$ cat config.mk
export PLATFORM = sky130hd
export DESIGN_NAME = wav_stream_parse_and_volume
export DESIGN_NICKNAME = d
export VERILOG_FILES = /design/src/rtl/core/wsp_pkg.sv /design/src/rtl/core/wav_stream_parse_and_volume.sv
export SDC_FILE = /design/constraint.sdc
export NUM_CORES = 2
export LEC_CHECK = 0
export BUFFER_PORTS_ARGS = -buffer_cell sky130_fd_sc_hd__buf_2
export CELL_PAD_IN_SITES_DETAIL_PLACEMENT = 0
export CELL_PAD_IN_SITES_GLOBAL_PLACEMENT = 1
export CORE_UTILIZATION = 25
export CTS_BUF_LIST = sky130_fd_sc_hd__clkbuf_2 sky130_fd_sc_hd__clkbuf_4 sky130_fd_sc_hd__clkbuf_8
export CTS_CLUSTER_DIAMETER = 120
export DETAILED_ROUTE_END_ITERATION = 6
export HOLD_SLACK_MARGIN = 0.02
export PLACE_DENSITY = 0.48
export SLEW_MARGIN = 20
export SYNTH_ARGS = -nofsm -noshare
export SYNTH_HDL_FRONTEND = slang
export SYNTH_SLANG_ARGS = --single-unit
export TNS_END_PERCENT = 10
$ cat constraint.sdc
create_clock -name clk -period 22.4 [get_ports clk]
set_clock_uncertainty 0.2 [all_clocks]
set_input_delay 1.12 -clock clk [delete_from_list [all_inputs] [get_ports clk]]
set_output_delay 1.12 -clock clk [all_outputs]
set_load 0.02 [all_outputs]
$ cat src/rtl/core/wsp_pkg.sv
`timescale 1ns / 1ps

package wsp_pkg;

    // parser phases, one-hot
    typedef enum logic [6:0] {
        PH_RIFF = 7'b0000001,
        PH_HDR  = 7'b0000010,
        PH_FMT  = 7'b0000100,
        PH_SKIP = 7'b0001000,
        PH_PAD  = 7'b0010000,
        PH_DATA = 7'b0100000,
        PH_DONE = 7'b1000000
    } phase_t;

    localparam logic [1:0] KIND_FORMAT = 2'd0;
    localparam logic [1:0] KIND_SAMPLE = 2'd1;
    localparam logic [1:0] KIND_END    = 2'd2;

    localparam logic [2:0] ST_OK          = 3'd0;
    localparam logic [2:0] ST_TRUNCATED   = 3'd1;
    localparam logic [2:0] ST_NOT_RIFF    = 3'd2;
    localparam logic [2:0] ST_FMT_SHORT   = 3'd3;
    localparam logic [2:0] ST_MISSING     = 3'd4;
    localparam logic [2:0] ST_UNSUPPORTED = 3'd5;

    localparam logic [31:0] TAG_RIFF = 32'h52494646;
    localparam logic [31:0] TAG_WAVE = 32'h57415645;
    localparam logic [31:0] TAG_FMT  = 32'h666D7420;
    localparam logic [31:0] TAG_DATA = 32'h64617461;

    localparam logic [31:0] FMT_BODY_LEN = 32'd16;
    localparam logic [15:0] PCM_CODE     = 16'd1;
    localparam logic [15:0] PCM_BITS     = 16'd16;

    localparam logic [6:0] VOLUME_RESET = 7'd10;
    localparam logic       REG_VOLUME   = 1'b0;

    // floor(m / 100) = (m * DIV_MULT) >> DIV_SHIFT, exact for m < 2**22
    localparam int          MAG_W     = 22;
    localparam int          DIV_SHIFT = 29;
    localparam logic [22:0] DIV_MULT  = 23'd5368710;

    localparam logic signed [15:0] SAMPLE_MAX = 16'sh7FFF;
    localparam logic signed [15:0] SAMPLE_MIN = 16'sh8000;

    typedef struct packed {
        logic [1:0]       kind;
        logic             neg;
        logic [MAG_W-1:0] mag;
        logic             channel;
        logic [1:0]       channel_count;
        logic [31:0]      rate_hz;
        logic [2:0]       status;
        logic             last;
    } result_t;

    function automatic result_t end_result(input logic [2:0] st);
        result_t r;
        r = '0;
        r.kind = KIND_END;
        r.status = st;
        r.last = 1'b1;
        return r;
    endfunction

endpackage

$ cat src/rtl/core/wav_stream_parse_and_volume.sv
`timescale 1ns / 1ps

// WAV byte-stream parser with volume. One file byte is taken per clock cycle while
// byte_stall is low, with no gaps needed between bytes. The RIFF/WAVE header is checked,
// chunks are walked (unknown chunks and pad bytes skipped), the fmt fields are captured
// and checked when the data chunk starts, and each 16-bit little-endian sample is scaled
// by the volume setting in percent over 100, truncated toward zero and saturated. The
// parser writes a staging register and the divide by 100 (a constant reciprocal multiply)
// writes the output register. Bytes that cause no result use no slot. byte_stall rises
// only when both the staging and output registers hold results and result_stall is high.
// The volume register sits at byte address 0 of the APB port (reset 10); the user must
// write it only while no transaction is in flight; the block does not enforce it.
module wav_stream_parse_and_volume (
    input  logic               clk,
    input  logic               rst_n,
    input  logic               byte_valid,
    output logic               byte_stall,
    input  logic [7:0]         data_byte,
    input  logic               file_end,
    output logic               result_valid,
    input  logic               result_stall,
    output logic [1:0]         kind,
    output logic signed [15:0] sample,
    output logic               channel,
    output logic [1:0]         channel_count,
    output logic [31:0]        rate_hz,
    output logic [2:0]         status,
    output logic               last,
    input  logic               psel,
    input  logic               penable,
    input  logic               pwrite,
    input  logic [2:0]         paddr,
    input  logic [31:0]        pwdata,
    output logic [31:0]        prdata,
    output logic               pready
);

    import wsp_pkg::*;

    logic [6:0]  vol_reg;

    phase_t      phase_reg,     phase_next;
    logic [31:0] count_reg,     count_next;
    logic [31:0] tag_reg,       tag_next;
    logic [31:0] len_reg,       len_next;
    logic        fmt_seen_reg,  fmt_seen_next;
    logic [15:0] pcm_reg,       pcm_next;
    logic [15:0] chans_reg,     chans_next;
    logic [31:0] rate_reg,      rate_next;
    logic [15:0] bits_reg,      bits_next;
    logic [7:0]  low_reg,       low_next;
    logic [31:0] left_reg,      left_next;
    logic        toggle_reg,    toggle_next;

    result_t     res;
    logic        res_hit;

    result_t     stage_reg;
    logic        stage_valid_reg;

    logic        byte_acc;
    logic        out_free;

    logic [MAG_W+22:0] quot_full;
    logic [15:0]       quot;
    logic signed [15:0] scaled;

    // ---------------- configuration port
    assign pready = 1'b1;
    assign prdata = (paddr[2] == REG_VOLUME) ? {25'd0, vol_reg} : 32'd0;

    always_ff @(posedge clk or negedge rst_n)
    begin
        if (!rst_n)
        begin
            vol_reg <= VOLUME_RESET;
        end
        else if (psel && penable && pwrite && pready && paddr[2] == REG_VOLUME)
        begin
            vol_reg <= pwdata[6:0];
        end
    end

    // ---------------- handshake
    assign out_free   = !result_valid || !result_stall;
    assign byte_stall = stage_valid_reg && !out_free;
    assign byte_acc   = byte_valid && !byte_stall;

    // ---------------- parser
    always_comb
    begin
        logic [31:0] cnt_inc;
        logic [31:0] left_dec;
        logic [15:0] raw;
        logic [15:0] raw_mag;
        logic [22:0] prod;
        logic        go_hdr;
        logic [3:0]  n;

        phase_next    = phase_reg;
        count_next    = count_reg;
        tag_next      = tag_reg;
        len_next      = len_reg;
        fmt_seen_next = fmt_seen_reg;
        pcm_next      = pcm_reg;
        chans_next    = chans_reg;
        rate_next     = rate_reg;
        bits_next     = bits_reg;
        low_next      = low_reg;
        left_next     = left_reg;
        toggle_next   = toggle_reg;
        res           = '0;
        res_hit       = 1'b0;
        go_hdr        = 1'b0;

        cnt_inc  = count_reg + 32'd1;
        left_dec = left_reg - 32'd1;
        n        = count_reg[3:0];
        raw      = {data_byte, low_reg};
        raw_mag  = raw[15] ? (~raw + 16'd1) : raw;
        prod     = {7'd0, raw_mag} * {16'd0, vol_reg};

        case (phase_reg)
            PH_RIFF:
            begin
                if (count_reg < 32'd4)
                    tag_next = {tag_reg[23:0], data_byte};
                else if (count_reg >= 32'd8)
                    len_next = {len_reg[23:0], data_byte};
                count_next = cnt_inc;
                if (cnt_inc == 32'd12)
                begin
                    if (tag_next == TAG_RIFF && len_next == TAG_WAVE)
                    begin
                        go_hdr = 1'b1;
                    end
                    else
                    begin
                        res        = end_result(ST_NOT_RIFF);
                        res_hit    = 1'b1;
                        phase_next = PH_DONE;
                    end
                end
            end
            PH_HDR:
            begin
                if (count_reg < 32'd4)
                    tag_next = {tag_reg[23:0], data_byte};
                else
                    len_next[8*count_reg[1:0] +: 8] = data_byte;
                count_next = cnt_inc;
                if (cnt_inc == 32'd8)
                begin
                    if (tag_next == TAG_FMT)
                    begin
                        if (len_next < FMT_BODY_LEN)
                        begin
                            res        = end_result(ST_FMT_SHORT);
                            res_hit    = 1'b1;
                            phase_next = PH_DONE;
                        end
                        else
                        begin
                            phase_next = PH_FMT;
                            count_next = 32'd0;
                        end
                    end
                    else if (tag_next == TAG_DATA)
                    begin
                        if (!fmt_seen_reg)
                        begin
                            res        = end_result(ST_MISSING);
                            res_hit    = 1'b1;
                            phase_next = PH_DONE;
                        end
                        else if (pcm_reg != PCM_CODE || bits_reg != PCM_BITS ||
                                 (chans_reg != 16'd1 && chans_reg != 16'd2))
                        begin
                            res        = end_result(ST_UNSUPPORTED);
                            res_hit    = 1'b1;
                            phase_next = PH_DONE;
                        end
                        else
                        begin
                            left_next         = len_next;
                            toggle_next       = 1'b0;
                            count_next        = 32'd0;
                            res.kind          = KIND_FORMAT;
                            res.channel_count = chans_reg[1:0];
                            res.rate_hz       = rate_reg;
                            res.last          = (len_next == 32'd0);
                            res_hit           = 1'b1;
                            phase_next        = (len_next == 32'd0) ? PH_DONE : PH_DATA;
                        end
                    end
                    else
                    begin
                        count_next = 32'd0;
                        if (len_next != 32'd0)
                            phase_next = PH_SKIP;
                        else if (len_next[0])
                            phase_next = PH_PAD;
                        else
                            go_hdr = 1'b1;
                    end
                end
            end
            PH_FMT:
            begin
                if (n < 4'd2)
                    pcm_next[8*n[0] +: 8] = data_byte;
                else if (n < 4'd4)
                    chans_next[8*n[0] +: 8] = data_byte;
                else if (n < 4'd8)
                    rate_next[8*n[1:0] +: 8] = data_byte;
                else if (n >= 4'd14)
                    bits_next[8*n[0] +: 8] = data_byte;
                count_next = cnt_inc;
                if (cnt_inc == FMT_BODY_LEN)
                begin
                    fmt_seen_next = 1'b1;
                    if (len_reg != FMT_BODY_LEN)
                        phase_next = PH_SKIP;
                    else if (len_reg[0])
                        phase_next = PH_PAD;
                    else
                        go_hdr = 1'b1;
                end
            end
            PH_SKIP:
            begin
                count_next = cnt_inc;
                if (cnt_inc >= len_reg)
                begin
                    if (len_reg[0])
                        phase_next = PH_PAD;
                    else
                        go_hdr = 1'b1;
                end
            end
            PH_PAD:
            begin
                go_hdr = 1'b1;
            end
            PH_DATA:
            begin
                if (left_reg == 32'd0)
                begin
                    phase_next = PH_DONE;
                end
                else
                begin
                    left_next = left_dec;
                    if (!count_reg[0])
                    begin
                        low_next   = data_byte;
                        count_next = 32'd1;
                        // odd trailing byte exhausts the data size
                        if (left_dec == 32'd0)
                        begin
                            res        = end_result(ST_OK);
                            res_hit    = 1'b1;
                            phase_next = PH_DONE;
                        end
                    end
                    else
                    begin
                        res.kind          = KIND_SAMPLE;
                        res.neg           = raw[15];
                        res.mag           = prod[MAG_W-1:0];
                        res.channel       = toggle_reg;
                        res.channel_count = chans_reg[1:0];
                        res.rate_hz       = rate_reg;
                        res.last          = (left_dec == 32'd0);
                        res_hit           = 1'b1;
                        if (chans_reg == 16'd2)
                            toggle_next = ~toggle_reg;
                        count_next = 32'd0;
                        if (left_dec == 32'd0)
                            phase_next = PH_DONE;
                    end
                end
            end
            PH_DONE:
            begin
            end
            default:
            begin
            end
        endcase

        if (go_hdr)
        begin
            phase_next = PH_HDR;
            count_next = 32'd0;
            tag_next   = 32'd0;
            len_next   = 32'd0;
        end

        if (file_end)
        begin
            if (res_hit)
            begin
                res.last = 1'b1;
            end
            else
            begin
                res_hit = 1'b1;
                case (phase_next)
                    PH_RIFF, PH_FMT: res = end_result(ST_TRUNCATED);
                    PH_HDR:
                        res = end_result((count_next == 32'd0) ? ST_MISSING : ST_TRUNCATED);
                    PH_SKIP, PH_PAD: res = end_result(ST_MISSING);
                    PH_DATA: res = end_result(ST_OK);
                    default: res_hit = 1'b0;
                endcase
            end
            phase_next    = PH_RIFF;
            count_next    = 32'd0;
            tag_next      = 32'd0;
            len_next      = 32'd0;
            fmt_seen_next = 1'b0;
            pcm_next      = 16'd0;
            chans_next    = 16'd0;
            rate_next     = 32'd0;
            bits_next     = 16'd0;
            low_next      = 8'd0;
            left_next     = 32'd0;
            toggle_next   = 1'b0;
        end
    end

    always_ff @(posedge clk or negedge rst_n)
    begin
        if (!rst_n)
        begin
            phase_reg    <= PH_RIFF;
            count_reg    <= 32'd0;
            tag_reg      <= 32'd0;
            len_reg      <= 32'd0;
            fmt_seen_reg <= 1'b0;
            pcm_reg      <= 16'd0;
            chans_reg    <= 16'd0;
            rate_reg     <= 32'd0;
            bits_reg     <= 16'd0;
            low_reg      <= 8'd0;
            left_reg     <= 32'd0;
            toggle_reg   <= 1'b0;
        end
        else if (byte_acc)
        begin
            phase_reg    <= phase_next;
            count_reg    <= count_next;
            tag_reg      <= tag_next;
            len_reg      <= len_next;
            fmt_seen_reg <= fmt_seen_next;
            pcm_reg      <= pcm_next;
            chans_reg    <= chans_next;
            rate_reg     <= rate_next;
            bits_reg     <= bits_next;
            low_reg      <= low_next;
            left_reg     <= left_next;
            toggle_reg   <= toggle_next;
        end
    end

    // ---------------- staging register
    always_ff @(posedge clk or negedge rst_n)
    begin
        if (!rst_n)
        begin
            stage_valid_reg <= 1'b0;
        end
        else if (!stage_valid_reg || out_free)
        begin
            stage_valid_reg <= byte_acc && res_hit;
        end
    end

    always_ff @(posedge clk)
    begin
        if (byte_acc && res_hit)
        begin
            stage_reg <= res;
        end
    end

    // ---------------- divide by 100 and saturate
    assign quot_full = {1'b0, stage_reg.mag} * {{MAG_W{1'b0}}, DIV_MULT};
    assign quot      = quot_full[DIV_SHIFT +: 16];

    always_comb
    begin
        if (!stage_reg.neg)
            scaled = (quot > 16'd32767) ? SAMPLE_MAX : $signed(quot);
        else
            scaled = (quot > 16'd32768) ? SAMPLE_MIN : $signed(~quot + 16'd1);
    end

    // ---------------- output register
    always_ff @(posedge clk or negedge rst_n)
    begin
        if (!rst_n)
        begin
            result_valid <= 1'b0;
        end
        else if (out_free)
        begin
            result_valid <= stage_valid_reg;
        end
    end

    always_ff @(posedge clk)
    begin
        if (out_free && stage_valid_reg)
        begin
            kind          <= stage_reg.kind;
            sample        <= scaled;
            channel       <= stage_reg.channel;
            channel_count <= stage_reg.channel_count;
            rate_hz       <= stage_reg.rate_hz;
            status        <= stage_reg.status;
            last          <= stage_reg.last;
        end
    end

endmodule

==> metrics.cfg <==
[placed_design]
port_buffers = 89
dp_slack_ns = 12.62
dpl_cell_area_sq_um = 35090
dp_hpwl_um = 83200
place_congestion = 0.8254

[sta]
layout_setup_ws_ns = 12.80
drv_slew = 0
hold_viol_final = 0
rsz0062_at_grt = no
fmax_mhz = 104.2
worst_pin_slew_ns = 1.039
setup_tns_ns = 0
fin_crit_sh_pct = 42.86
setup_viol = 0
min_period_ns = 9.601
whs_ns = 0.1812
maxSlewHeadroom_pct = 30.75

[clock_network]
clk_pin_slew_ns = 0.06
cts_setup_buffers = 0
cts_inserted_buffers = 72
clock-sinks = 355
htreeDepth = 3
tritoncts = done
root_buffer = clkbuf_8
cts_hold_buf = 0
insertion_delay_ns = 0.78
cts-resized-gates = 0
cts_buffer_depth = 3

[grt]
antenna_found_initial = 3
grt_pass1_wl_um = 170200
grt_util_all_layers_pct = 16.85
grt_overflow = 0
grt_pass1_vias = 26450
grt_start_max_net_pins = 113

[finish]
fin_area_sq_um = 36640
areaGrowthSynthToFinish_pct = 11.46
drive_gt1_share_pct = 9.309
largest_reg_flops = 64
final_nets = 4190

[synthesis]
synth-edff-count = 121
syn_area_per_cell_sq_um = 9.324
async_flop_share_pct = 65.92
synth_seq_area_share_pct = 28.88
netlist_area_sq_um = 32880
synth_cell_types = 108
yosys_warnings = 0
synth_top_area_share_pct = 17.58
postSynthCellCount = 3526
synth_ff_type = dfrtp_1
ys_ff_latch = 355
ys_top_cells_by_area = dfrtp_1 18%, fa_1 15%, ha_1 12%
yosys.area.top_type = dfrtp_1
netlist_top_cells_count = 465 x inv_1, 320 x ha_1, 304 x nand2_1
post-synth-top-count-cell = inv_1

[critical_path]
critPathCaptureType = register
slowest_delay_ns = 0.90
cp_data_required_time_ns = 22.76
critical_path_class = register to register
crit_arrival_ns = 9.96
path_buf_inv = 6
crit_fanout = 13
cpMaxStageDelayCell = a211oi_1
cp_top_family = adder cells
cp_common_cell = inv_1
cp-start-kind = register

[hold_path]
hp-class = input pin to async pin

[floorplan]
pin_count = 143
chipWidth_um = 364.6
start_util_pct = 25.29
std_cell_rows = 132
dieHeight_um = 364.6
core-area_sq_um = 130000
dieArea_sq_um = 133000

[drt]
wl_met1_um = 54630
dr.pass1.iters = 5
drt_iter0_drc = 1481
via_per_inst = 4.822
route.top_layer_used = met4
wirelength_um = 111200
vias = 25930
wl_met3_um = 3967
drc_errors = 0
post_drt_wl_per_cell_um = 20.69
dr_wl_met2_um = 50470
antenna_left = 0

[status]
status = finished, final reports clean

[job]
drv_cap = 0

==> per-stage QoR <==
step	cells	utilization, %
after floorplan	3550	-
after global placement	5240	27.00
after detailed placement	5240	27.00
after CTS	5372	28.17
after global routing	5375	28.19
final	5377	28.19
==> logic make-up after synthesis <==
| family | synth area share, % |
|---|---|
| AND/OR/NAND/NOR | 17.64 |
| AO/OA/AOI/OAI | 15.08 |
| buffers and inverters | 8.019 |
| adder cells (fa/ha/maj) | 27.16 |
| flip-flops | 28.88 |
| XOR/XNOR | 2.211 |
| multiplexers | 0.9895 |
| other | 0.02284 |
==> layout by cell type, fill, tap and decap left out, types with 80 or more instances in the layout <==
| cell | n |
|---|---|
| clkbuf_8 | 80 |
| inv_1 | 465 |
| a21oi_1 | 113 |
| nor2_1 | 195 |
| o21ai_0 | 201 |
| edfxtp_1 | 121 |
| a22o_1 | 106 |
| dfrtp_1 | 231 |
| buf_2 | 88 |
| fa_1 | 246 |
| ha_1 | 320 |
| nand2_1 | 302 |
==> layout make-up <==
type / count / area, sq um
Timing Repair Buffer: 131 / 783.3
Inverter: 466 / 1749
Fill cell: 13890 / 93340
Clock buffer: 108 / 1311
Multi-Input combinational cell: 2547 / 20910
Clock inverter: 24 / 207.7
Sequential cell: 355 / 9493
Antenna cell: 4 / 10.01
Tap cell: 1742 / 2180
==> path summary, 6_finish.rpt <==
path | startpoint | to | slack, ns | depth (start not counted)
worst max-delay path | stage_reg[49]$_DFFE_PP_ | sample[8]$_DFFE_PP_ | 12.80 | 29
max in group asynchronous | rst_n | left_reg[4]$_DFFE_PN0P_ | 20.27 | 2
worst max register to register | stage_reg[49]$_DFFE_PP_ | sample[8]$_DFFE_PP_ | 12.80 | 29
min in group clk | stage_reg[6]$_DFFE_PP_ | rate_hz[2]$_DFFE_PP_ | 0.22 | 0
worst min-delay path | rst_n | count_reg[9]$_DFFE_PN0P_ | 0.18 | 1
worst min register to register | stage_reg[6]$_DFFE_PP_ | rate_hz[2]$_DFFE_PP_ | 0.22 | 0
==> metal layers <==
metal / vias to the layer above / GRT usage, %
met5: - / 0
met4: 0 / 3.839
met3: 140 / 2.274
met2: 509 / 26.70
met1: 12910 / 24.14
li1: 12370 / -
Power is not shown: default switching activity piles up to over one toggle a cycle in this logic, so the estimate is an artifact.
